[config.mk]
export PLATFORM = sky130hd
export DESIGN_NAME = double_ended_queue_flat
export DESIGN_NICKNAME = d
export VERILOG_FILES = /design/src/rtl/deq_pkg.sv /design/src/rtl/deq_in_if.sv /design/src/rtl/deq_out_if.sv /design/src/rtl/double_ended_queue.sv /design/src/rtl/deq_ram.sv /design/src/rtl/deq_ctrl.sv /design/src/flat_wrapper.sv
export SDC_FILE = /design/constraint.sdc
export NUM_CORES = 2
export LEC_CHECK = 0
export BUFFER_PORTS_ARGS = -buffer_cell sky130_fd_sc_hd__buf_4
export CAP_MARGIN = 25
export CELL_PAD_IN_SITES_DETAIL_PLACEMENT = 0
export CELL_PAD_IN_SITES_GLOBAL_PLACEMENT = 1
export CORE_MARGIN = 10
export CORE_UTILIZATION = 45
export DETAILED_ROUTE_END_ITERATION = 16
export GPL_ROUTABILITY_DRIVEN = 0
export HOLD_SLACK_MARGIN = 0.05
export PLACE_DENSITY = 0.78
export SYNTH_ARGS = -nofsm -noshare
export SYNTH_HDL_FRONTEND = slang
export SYNTH_SLANG_ARGS = --single-unit
[constraint.sdc]
create_clock -name clk -period 12.1 [get_ports clk]
set_input_delay 1.815 -clock clk [delete_from_list [all_inputs] [get_ports clk]]
set_output_delay 1.815 -clock clk [all_outputs]
set_load 0.01 [all_outputs]
[src/rtl/deq_pkg.sv]
package deq_pkg;

    localparam int WORD_W        = 32;
    localparam int KIND_W        = 3;
    localparam int DEPTH_DEFAULT = 64;

    typedef enum logic [KIND_W-1:0] {
        KIND_LOOK       = 3'd0,
        KIND_PUSH_FRONT = 3'd1,
        KIND_PUSH_REAR  = 3'd2,
        KIND_POP_FRONT  = 3'd3,
        KIND_POP_REAR   = 3'd4
    } kind_t;

    typedef enum logic {
        ST_IDLE,
        ST_FETCH
    } state_t;

    typedef logic signed [WORD_W-1:0] word_t;

    // ends and flags of one result, occupancy travels beside it
    typedef struct packed {
        word_t front_value;
        word_t rear_value;
        logic  is_empty;
        logic  is_full;
        logic  op_error;
    } res_t;

endpackage

[src/rtl/deq_in_if.sv]
interface deq_in_if
    import deq_pkg::*;
();
    logic                     valid;
    logic                     ready;
    logic [KIND_W-1:0]        kind;
    logic signed [WORD_W-1:0] push_value;

    modport source (output valid, output kind, output push_value, input ready);
    modport sink (input valid, input kind, input push_value, output ready);
endinterface

[src/rtl/deq_out_if.sv]
interface deq_out_if
    import deq_pkg::*;
#(
    parameter int OCC_W = 7
) ();
    logic                     valid;
    logic                     ready;
    logic signed [WORD_W-1:0] front_value;
    logic signed [WORD_W-1:0] rear_value;
    logic                     is_empty;
    logic                     is_full;
    logic                     op_error;
    logic [OCC_W-1:0]         occupancy;

    modport source (
        output valid, output front_value, output rear_value, output is_empty,
        output is_full, output op_error, output occupancy, input ready
    );
    modport sink (
        input valid, input front_value, input rear_value, input is_empty,
        input is_full, input op_error, input occupancy, output ready
    );
endinterface

[src/rtl/double_ended_queue.sv]
// Double-ended queue of signed 32-bit words held in a ring buffer of DEPTH
// entries in a single-port-write, registered-read RAM. Every accepted request
// returns exactly one response carrying the front and rear words (-1 when
// empty), empty/full flags, an error flag and the occupancy. Look, push and
// any failing request answer straight from idle; a pop that leaves at least
// one word passes through the fetch state, because the new front or rear word
// comes back from the registered RAM read. The front and rear words are cached
// in registers, so only pops touch the RAM read port. A push into a full queue
// is dropped and a pop from an empty queue changes nothing; both set op_error.
// Kind codes 5 to 7 act as look only. No clearing pass runs after reset.
module double_ended_queue
    import deq_pkg::*;
#(
    parameter int DEPTH = DEPTH_DEFAULT
) (
    input  logic       clk,
    input  logic       rst_n,
    deq_in_if.sink     req,
    deq_out_if.source  rsp
);

    localparam int CW = $clog2(DEPTH + 1);

    logic          res_valid;
    res_t          res;
    logic [CW-1:0] res_occ;
    logic          out_free;

    logic          out_valid_reg, out_valid_next;
    res_t          out_res_reg;
    logic [CW-1:0] out_occ_reg;

    assign out_free = !out_valid_reg || rsp.ready;

    deq_ctrl #(
        .DEPTH (DEPTH)
    ) u_ctrl (
        .clk       (clk),
        .rst_n     (rst_n),
        .req       (req),
        .out_free  (out_free),
        .res_valid (res_valid),
        .res       (res),
        .res_occ   (res_occ)
    );

    // output register, reloaded only when it is empty or its current transfer completes
    always_comb
    begin
        out_valid_next = out_valid_reg;
        if (res_valid)
        begin
            out_valid_next = 1'b1;
        end
        else if (rsp.ready)
        begin
            out_valid_next = 1'b0;
        end
    end

    always_ff @(posedge clk or negedge rst_n)
    begin
        if (!rst_n)
        begin
            out_valid_reg <= 1'b0;
        end
        else
        begin
            out_valid_reg <= out_valid_next;
        end
    end

    always_ff @(posedge clk)
    begin
        if (res_valid)
        begin
            out_res_reg <= res;
            out_occ_reg <= res_occ;
        end
    end

    assign rsp.valid       = out_valid_reg;
    assign rsp.front_value = out_res_reg.front_value;
    assign rsp.rear_value  = out_res_reg.rear_value;
    assign rsp.is_empty    = out_res_reg.is_empty;
    assign rsp.is_full     = out_res_reg.is_full;
    assign rsp.op_error    = out_res_reg.op_error;
    assign rsp.occupancy   = out_occ_reg;

    a_occ_bound : assert property (@(posedge clk) disable iff (!rst_n)
        rsp.valid |-> (32'(rsp.occupancy) <= 32'(DEPTH)))
        else $error("occupancy above depth");

    a_empty_flag : assert property (@(posedge clk) disable iff (!rst_n)
        rsp.valid |-> (rsp.is_empty == (rsp.occupancy == '0)))
        else $error("empty flag disagrees with occupancy");

    a_empty_ends : assert property (@(posedge clk) disable iff (!rst_n)
        rsp.valid && rsp.is_empty |-> (rsp.front_value == -32'sd1)
                                      && (rsp.rear_value == -32'sd1))
        else $error("empty queue shows a word");

    a_result_follows : assert property (@(posedge clk) disable iff (!rst_n)
        req.valid && req.ready |=> rsp.valid || !req.ready)
        else $error("request transfer produced no response");

endmodule

[src/rtl/deq_ram.sv]
module deq_ram #(
    parameter int WIDTH = 32,
    parameter int DEPTH = 64
) (
    input  logic                     clk,
    input  logic                     wr_en,
    input  logic [$clog2(DEPTH)-1:0] wr_addr,
    input  logic [WIDTH-1:0]         wr_data,
    input  logic                     rd_en,
    input  logic [$clog2(DEPTH)-1:0] rd_addr,
    output logic [WIDTH-1:0]         rd_data
);

    logic [WIDTH-1:0] mem [DEPTH];
    logic [WIDTH-1:0] rd_data_reg;

    always_ff @(posedge clk)
    begin
        if (wr_en)
        begin
            mem[wr_addr] <= wr_data;
        end
        if (rd_en)
        begin
            rd_data_reg <= mem[rd_addr];
        end
    end

    assign rd_data = rd_data_reg;

endmodule

[src/rtl/deq_ctrl.sv]
module deq_ctrl
    import deq_pkg::*;
#(
    parameter int DEPTH = DEPTH_DEFAULT
) (
    input  logic                       clk,
    input  logic                       rst_n,
    deq_in_if.sink                     req,
    input  logic                       out_free,
    output logic                       res_valid,
    output res_t                       res,
    output logic [$clog2(DEPTH+1)-1:0] res_occ
);

    localparam int AW = $clog2(DEPTH);
    localparam int CW = $clog2(DEPTH + 1);
    localparam int SW = CW + 1;

    state_t          state_reg, state_next;
    logic [AW-1:0]   head_reg, head_next;
    logic [CW-1:0]   count_reg, count_next;
    word_t           front_reg, front_next;
    word_t           rear_reg, rear_next;
    logic            fetch_front_reg, fetch_front_next;

    logic            accept;
    logic            was_empty, was_full, empty_now;
    logic [AW-1:0]   head_inc, head_dec;
    logic [SW-1:0]   tail_sum, tail_wrap, last_sum, last_wrap;
    logic            need_fetch, op_err;
    logic            wr_en, rd_en;
    logic [AW-1:0]   wr_addr, rd_addr;
    logic [WORD_W-1:0] rd_data;

    assign accept    = req.valid && req.ready;
    assign was_empty = (count_reg == '0);
    assign was_full  = (count_reg == CW'(DEPTH));

    assign head_inc = (head_reg == AW'(DEPTH - 1)) ? '0 : head_reg + AW'(1);
    assign head_dec = (head_reg == '0) ? AW'(DEPTH - 1) : head_reg - AW'(1);

    // slot after the rear, and the slot of the rear after a pop at the rear
    assign tail_sum  = SW'(head_reg) + SW'(count_reg);
    assign tail_wrap = (tail_sum >= SW'(DEPTH)) ? tail_sum - SW'(DEPTH) : tail_sum;
    assign last_sum  = tail_sum - SW'(2);
    assign last_wrap = (last_sum >= SW'(DEPTH)) ? last_sum - SW'(DEPTH) : last_sum;

    always_comb
    begin
        head_next        = head_reg;
        count_next       = count_reg;
        front_next       = front_reg;
        rear_next        = rear_reg;
        fetch_front_next = fetch_front_reg;
        wr_en            = 1'b0;
        wr_addr          = tail_wrap[AW-1:0];
        rd_en            = 1'b0;
        rd_addr          = head_inc;
        need_fetch       = 1'b0;
        op_err           = 1'b0;
        if (state_reg == ST_FETCH)
        begin
            if (fetch_front_reg)
            begin
                front_next = word_t'(rd_data);
            end
            else
            begin
                rear_next = word_t'(rd_data);
            end
        end
        else if (accept)
        begin
            case (kind_t'(req.kind))
                KIND_PUSH_FRONT:
                begin
                    if (was_full)
                    begin
                        op_err = 1'b1;
                    end
                    else
                    begin
                        head_next  = head_dec;
                        wr_en      = 1'b1;
                        wr_addr    = head_dec;
                        count_next = count_reg + CW'(1);
                        front_next = req.push_value;
                        if (was_empty)
                        begin
                            rear_next = req.push_value;
                        end
                    end
                end
                KIND_PUSH_REAR:
                begin
                    if (was_full)
                    begin
                        op_err = 1'b1;
                    end
                    else
                    begin
                        wr_en      = 1'b1;
                        count_next = count_reg + CW'(1);
                        rear_next  = req.push_value;
                        if (was_empty)
                        begin
                            front_next = req.push_value;
                        end
                    end
                end
                KIND_POP_FRONT:
                begin
                    if (was_empty)
                    begin
                        op_err = 1'b1;
                    end
                    else
                    begin
                        head_next  = head_inc;
                        count_next = count_reg - CW'(1);
                        if (count_reg != CW'(1))
                        begin
                            rd_en            = 1'b1;
                            rd_addr          = head_inc;
                            need_fetch       = 1'b1;
                            fetch_front_next = 1'b1;
                        end
                    end
                end
                KIND_POP_REAR:
                begin
                    if (was_empty)
                    begin
                        op_err = 1'b1;
                    end
                    else
                    begin
                        count_next = count_reg - CW'(1);
                        if (count_reg != CW'(1))
                        begin
                            rd_en            = 1'b1;
                            rd_addr          = last_wrap[AW-1:0];
                            need_fetch       = 1'b1;
                            fetch_front_next = 1'b0;
                        end
                    end
                end
                default:
                begin
                end
            endcase
        end
    end

    // next state
    always_comb
    begin
        state_next = state_reg;
        case (state_reg)
            ST_IDLE:
            begin
                if (accept && need_fetch)
                begin
                    state_next = ST_FETCH;
                end
            end
            ST_FETCH:
            begin
                state_next = ST_IDLE;
            end
            default:
            begin
                state_next = ST_IDLE;
            end
        endcase
    end

    // handshake and result strobe
    always_comb
    begin
        req.ready = 1'b0;
        res_valid = 1'b0;
        case (state_reg)
            ST_IDLE:
            begin
                req.ready = out_free;
                res_valid = accept && !need_fetch;
            end
            ST_FETCH:
            begin
                res_valid = 1'b1;
            end
            default:
            begin
            end
        endcase
    end

    assign empty_now       = (count_next == '0);
    assign res.front_value = empty_now ? '1 : front_next;
    assign res.rear_value  = empty_now ? '1 : rear_next;
    assign res.is_empty    = empty_now;
    assign res.is_full     = (count_next == CW'(DEPTH));
    assign res.op_error    = op_err;
    assign res_occ         = count_next;

    always_ff @(posedge clk or negedge rst_n)
    begin
        if (!rst_n)
        begin
            state_reg       <= ST_IDLE;
            head_reg        <= '0;
            count_reg       <= '0;
            fetch_front_reg <= 1'b0;
        end
        else
        begin
            state_reg       <= state_next;
            head_reg        <= head_next;
            count_reg       <= count_next;
            fetch_front_reg <= fetch_front_next;
        end
    end

    always_ff @(posedge clk)
    begin
        front_reg <= front_next;
        rear_reg  <= rear_next;
    end

    deq_ram #(
        .WIDTH (WORD_W),
        .DEPTH (DEPTH)
    ) u_ram (
        .clk     (clk),
        .wr_en   (wr_en),
        .wr_addr (wr_addr),
        .wr_data (req.push_value),
        .rd_en   (rd_en),
        .rd_addr (rd_addr),
        .rd_data (rd_data)
    );

endmodule

[src/flat_wrapper.sv]
// flat-port wrapper written by rule: the top's interface ports become plain ports
module double_ended_queue_flat import deq_pkg::*;
#(
    parameter int DEPTH = DEPTH_DEFAULT
)
  (clk, rst_n, req_valid, req_kind, req_push_value, req_ready, rsp_valid, rsp_front_value, rsp_rear_value, rsp_is_empty, rsp_is_full, rsp_op_error, rsp_occupancy, rsp_ready);
  deq_in_if req_i ();
  deq_out_if #(.OCC_W(($clog2(DEPTH + 1)))) rsp_i ();
  input  logic clk;
  input  logic rst_n;
  input wire logic [$bits(req_i.valid)-1:0] req_valid;
  input wire logic [$bits(req_i.kind)-1:0] req_kind;
  input wire logic [$bits(req_i.push_value)-1:0] req_push_value;
  output wire logic [$bits(req_i.ready)-1:0] req_ready;
  output wire logic [$bits(rsp_i.valid)-1:0] rsp_valid;
  output wire logic [$bits(rsp_i.front_value)-1:0] rsp_front_value;
  output wire logic [$bits(rsp_i.rear_value)-1:0] rsp_rear_value;
  output wire logic [$bits(rsp_i.is_empty)-1:0] rsp_is_empty;
  output wire logic [$bits(rsp_i.is_full)-1:0] rsp_is_full;
  output wire logic [$bits(rsp_i.op_error)-1:0] rsp_op_error;
  output wire logic [$bits(rsp_i.occupancy)-1:0] rsp_occupancy;
  input wire logic [$bits(rsp_i.ready)-1:0] rsp_ready;
  assign req_i.valid = req_valid;
  assign req_i.kind = req_kind;
  assign req_i.push_value = req_push_value;
  assign req_ready = req_i.ready;
  assign rsp_valid = rsp_i.valid;
  assign rsp_front_value = rsp_i.front_value;
  assign rsp_rear_value = rsp_i.rear_value;
  assign rsp_is_empty = rsp_i.is_empty;
  assign rsp_is_full = rsp_i.is_full;
  assign rsp_op_error = rsp_i.op_error;
  assign rsp_occupancy = rsp_i.occupancy;
  assign rsp_i.ready = rsp_ready;
  double_ended_queue #(.DEPTH(DEPTH)) u_core (.clk(clk), .rst_n(rst_n), .req(req_i), .rsp(rsp_i));
endmodule
==> flow_summary.yaml <==
floorplan:
  initial_core_util: 0.452
  die_x_um: 468
  die_h_um: 468
  rows: 164
  coreArea_sq_mm: 0.200
  die_area_sq_mm: 0.219
  io_pins: 115
clock_network:
  clk_latency_ns: 0.87
  ctsHtreeMaxLevel: 4
  clkTransAtPathRegs_ns: 0.07
  cts_buffers: 208
  cts_root_buf: "clkbuf_16"
  clockBufferDepth: 3
  hold_buffers: 0
  postCtsSetupBuffers: 0
  cts_tree: "done"
  clkSinkCount: 2234
  cts_resized: 0
final_layout:
  largest_reg_flops: 2048
  final_nets: 6630
  final_util: 0.504
  final_area_sq_mm: 0.101
  largest-register: "u_core.u_ctrl.u_ram.mem"
  layout-drive-gt1-share: 0.112
  finalNonFillerCells: 9413
  area_growth_pct: 11.5
routing:
  drc_errors: 0
  dr_total_vias: 58125
  firstDrtPassIters: 10
  final_antenna_net_count: 1
  wirelength_um: 266000
  drtIter0Drc: 7745
  drt-vias-per-instance: 6.17
  wl_per_cell_um: 28.2
timing:
  tns_ns: 0
  setup_slack_ns: 5.12
  setup_viol: 0
  layout_min_cycle_time_ns: 6.98
  relSlewSlack: 0.213
  clock_skew_ns: 0.0294
  slew_viol_final: 0
  finalCritPeriodShare: 0.577
  tightest_slew_ns: 1.18
  fmax_mhz: 143
  finalHoldViolations: 0
  rsz0062_at_grt: "false"
  holdWs_ns: 0.565
synthesis:
  ys_seq_elements: 2234
  netlist_area_sq_mm: 0.0904
  synth_flop_cell: "edfxtp_1"
  synthDistinctLibCells: 76
  yosysSeqAreaShare: 0.734
  synth-edff-count: 2154
  ys_async_sr_fraction: 0.00716
  synthCells: 6586
  ys_warn_count: 0
  syn_area_per_cell_sq_um: 13.7
  synth_nets: 6638
placed_design:
  dp.cells: 9021
  dp_hpwl_um: 140000
  place_ws_ns: 4.53
  dpl_cell_area_sq_mm: 0.0943
  port-buffer-count: 114
setup_path:
  worstSetupPathType: "input pin to flip-flop"
  critPathLaunchType: "input pin"
  crit_buf_inv: 4
  cp_slowest_cell: "buf_4"
  crit_top_cell: "buf_4"
  cpLargestDelayFamily: "buffers and inverters"
  critical_path_arrival_ns: 7.67
  crit_path_max_fanout: 159
  cp_cell_sequence: "buf_4 > nor3b_1 > a31o_4 > and2_4 > buf_12 > buf_4 > buf_4 > a21oi_1 > a221oi_1 > a21oi_1 > nand2_1 > o21ai_1 > a221oi_2"
  cp_data_required_time_ns: 12.79
  end_kind: "flip-flop"
  max_stage_delay_ns: 0.87
power_and_ir_drop:
  p_leak_nw: 33.9
  irDropWorstVdd_v: 0.000281
  clockPowerShare: 0.224
  cell_internal_pwr_mw: 16.1
  p_comb_frac: 0.449
  powerDensity_mw_per_mm2: 278
  power_mw: 28.1
  switchingPower_mw: 12.0
  sequentialPowerShare: 0.327
  sw_frac_of_total: 0.426
global_routing:
  grt_use_total: 0.235
  antenna_found_initial: 13
  grt_pass1_vias: 54604
  grt_max_degree: 170
  grt_overflow: 0
  grt_pass1_wl_um: 382000
status:
  violations: "antenna violations"
  outcome: "finished, violations left"
hold_path:
  hp-class: "flip-flop to flip-flop"
job:
  cap_violations: 0
[synthesized netlist by cell type (all sizes together), types with 38 or more instances]
master,count,area share
edfxtp,2154,0.72
nand2,1327,0.055
a21oi,505,0.028
nor2,300,0.012
nand3,271,0.015
clkbuf,262,0.011
buf,228,0.015
a221oi,176,0.019
mux2i,162,0.018
and3,113,0.0078
a22oi,89,0.0074
a211oi,76,0.0063
nor3,73,0.0043
a31oi,72,0.0051
nand2b,72,0.0050
o31ai,72,0.0060
a21o,68,0.0056
mux2,66,0.0083
dfxtp,64,0.014
a222oi,63,0.0070
nand4,60,0.0042
o21ai,55,0.0032
a311oi,50,0.0048
o22ai,38,0.0026
[cell families (layout without fill, tap and decap cells)]
logic type      Yosys count  in the layout  synth area share
fa+ha+maj                13             13           0.00188
xor+xnor                 16             16           0.00155
buf+inv                 499            658            0.0262
simple gates           2250           2250             0.107
flops                  2234           2234             0.734
mux                     228            228            0.0263
other cells               0             12                 0
compound gates         1346           1346             0.104
[power groups by stage]
stage                     clock network [mW]  registers (mW)  logic, mW
final                                   6.29            9.18       12.6
after global routing                    6.66            9.20       13.4
after CTS                               6.35            9.17       12.4
after detailed placement                   0            9.33       12.4
after global placement                     0            9.32       12.3
after floorplan                            0            9.32       7.97
[metal layers]
metal | track usage | routed length, um
met5 | 0 | 27
met2 | 0.358 | 119000
met1 | 0.332 | 108000
met4 | 0.0897 | 10600
met3 | 0.0476 | 28500
[worst paths after layout]
check / to / startpoint / slack (ns) / cells past startpoint
max: u_core.u_ctrl.u_ram.rd_data[7] / req_kind[0] / 5.12 / 13
min: u_core.u_ctrl.rear_reg[14] / u_core.u_ctrl.rear_reg[14] / 0.56 / 2
max reg2reg: u_core.u_ctrl.u_ram.rd_data[7] / u_core.u_ctrl.count_reg[6] / 5.44 / 14
min reg2reg: u_core.u_ctrl.rear_reg[14] / u_core.u_ctrl.rear_reg[14] / 0.56 / 2
max in group asynchronous: u_core.u_ctrl.state_reg / rst_n / 11.02 / 1
min in group asynchronous: u_core.rsp.valid / rst_n / 0.83 / 1
[layout make-up]
| type | count | area (sq um) |
|---|---|---|
| inverters | 9 | 33.8 |
| clock buffers | 266 | 5590 |
| clock inverters | 111 | 871 |
| flip-flops and latches | 2234 | 66400 |
| well taps | 2656 | 3320 |
| repair buffers | 272 | 2190 |
| fillers | 16575 | 99100 |
| multi-input cells | 3853 | 22400 |
| diodes | 12 | 30.0 |
[cell usage in the layout, fill, tap and decap left out, types with 13 or more instances in the layout]
cell type	synthesis	routed
o31ai_1	72	70
o21ai_0	48	46
clkinv_2	0	32
nand2_1	1322	1321
dfrtp_1	16	13
a221oi_2	29	29
mux2_2	65	65
nor2_4	0	67
a221oi_1	147	147
edfxtp_1	2154	2154
a22oi_1	89	89
clkbuf_1	262	49
o221ai_1	30	30
o22ai_1	38	38
nand3_1	271	271
nand4_1	60	60
a31oi_1	71	71
mux2i_1	161	159
and3_1	113	113
a21o_1	68	67
buf_4	38	259
a21oi_1	503	502
a311o_1	30	30
dfxtp_1	64	64
clkbuf_16	0	215
nor2_1	300	230
a222oi_1	63	63
nand2b_1	72	72
nor3_1	70	68
a311oi_1	50	50
clkinv_1	0	50
a211oi_1	76	76
[worst reg2reg max path: stages (launching register included)]
cell	delay (ns)
dfrtp_2	0.34
buf_4	0.72
nor2_1	0.18
o211ai_1	0.23
a31o_4	0.56
and2_4	0.68
buf_12	0.60
buf_4	1.27
buf_4	0.90
a21oi_1	0.20
a221oi_1	0.35
a21oi_1	0.07
nand2_1	0.11
o21ai_1	0.10
a221oi_2	0.21
No activity file was read; power rests on OpenSTA's default activity.
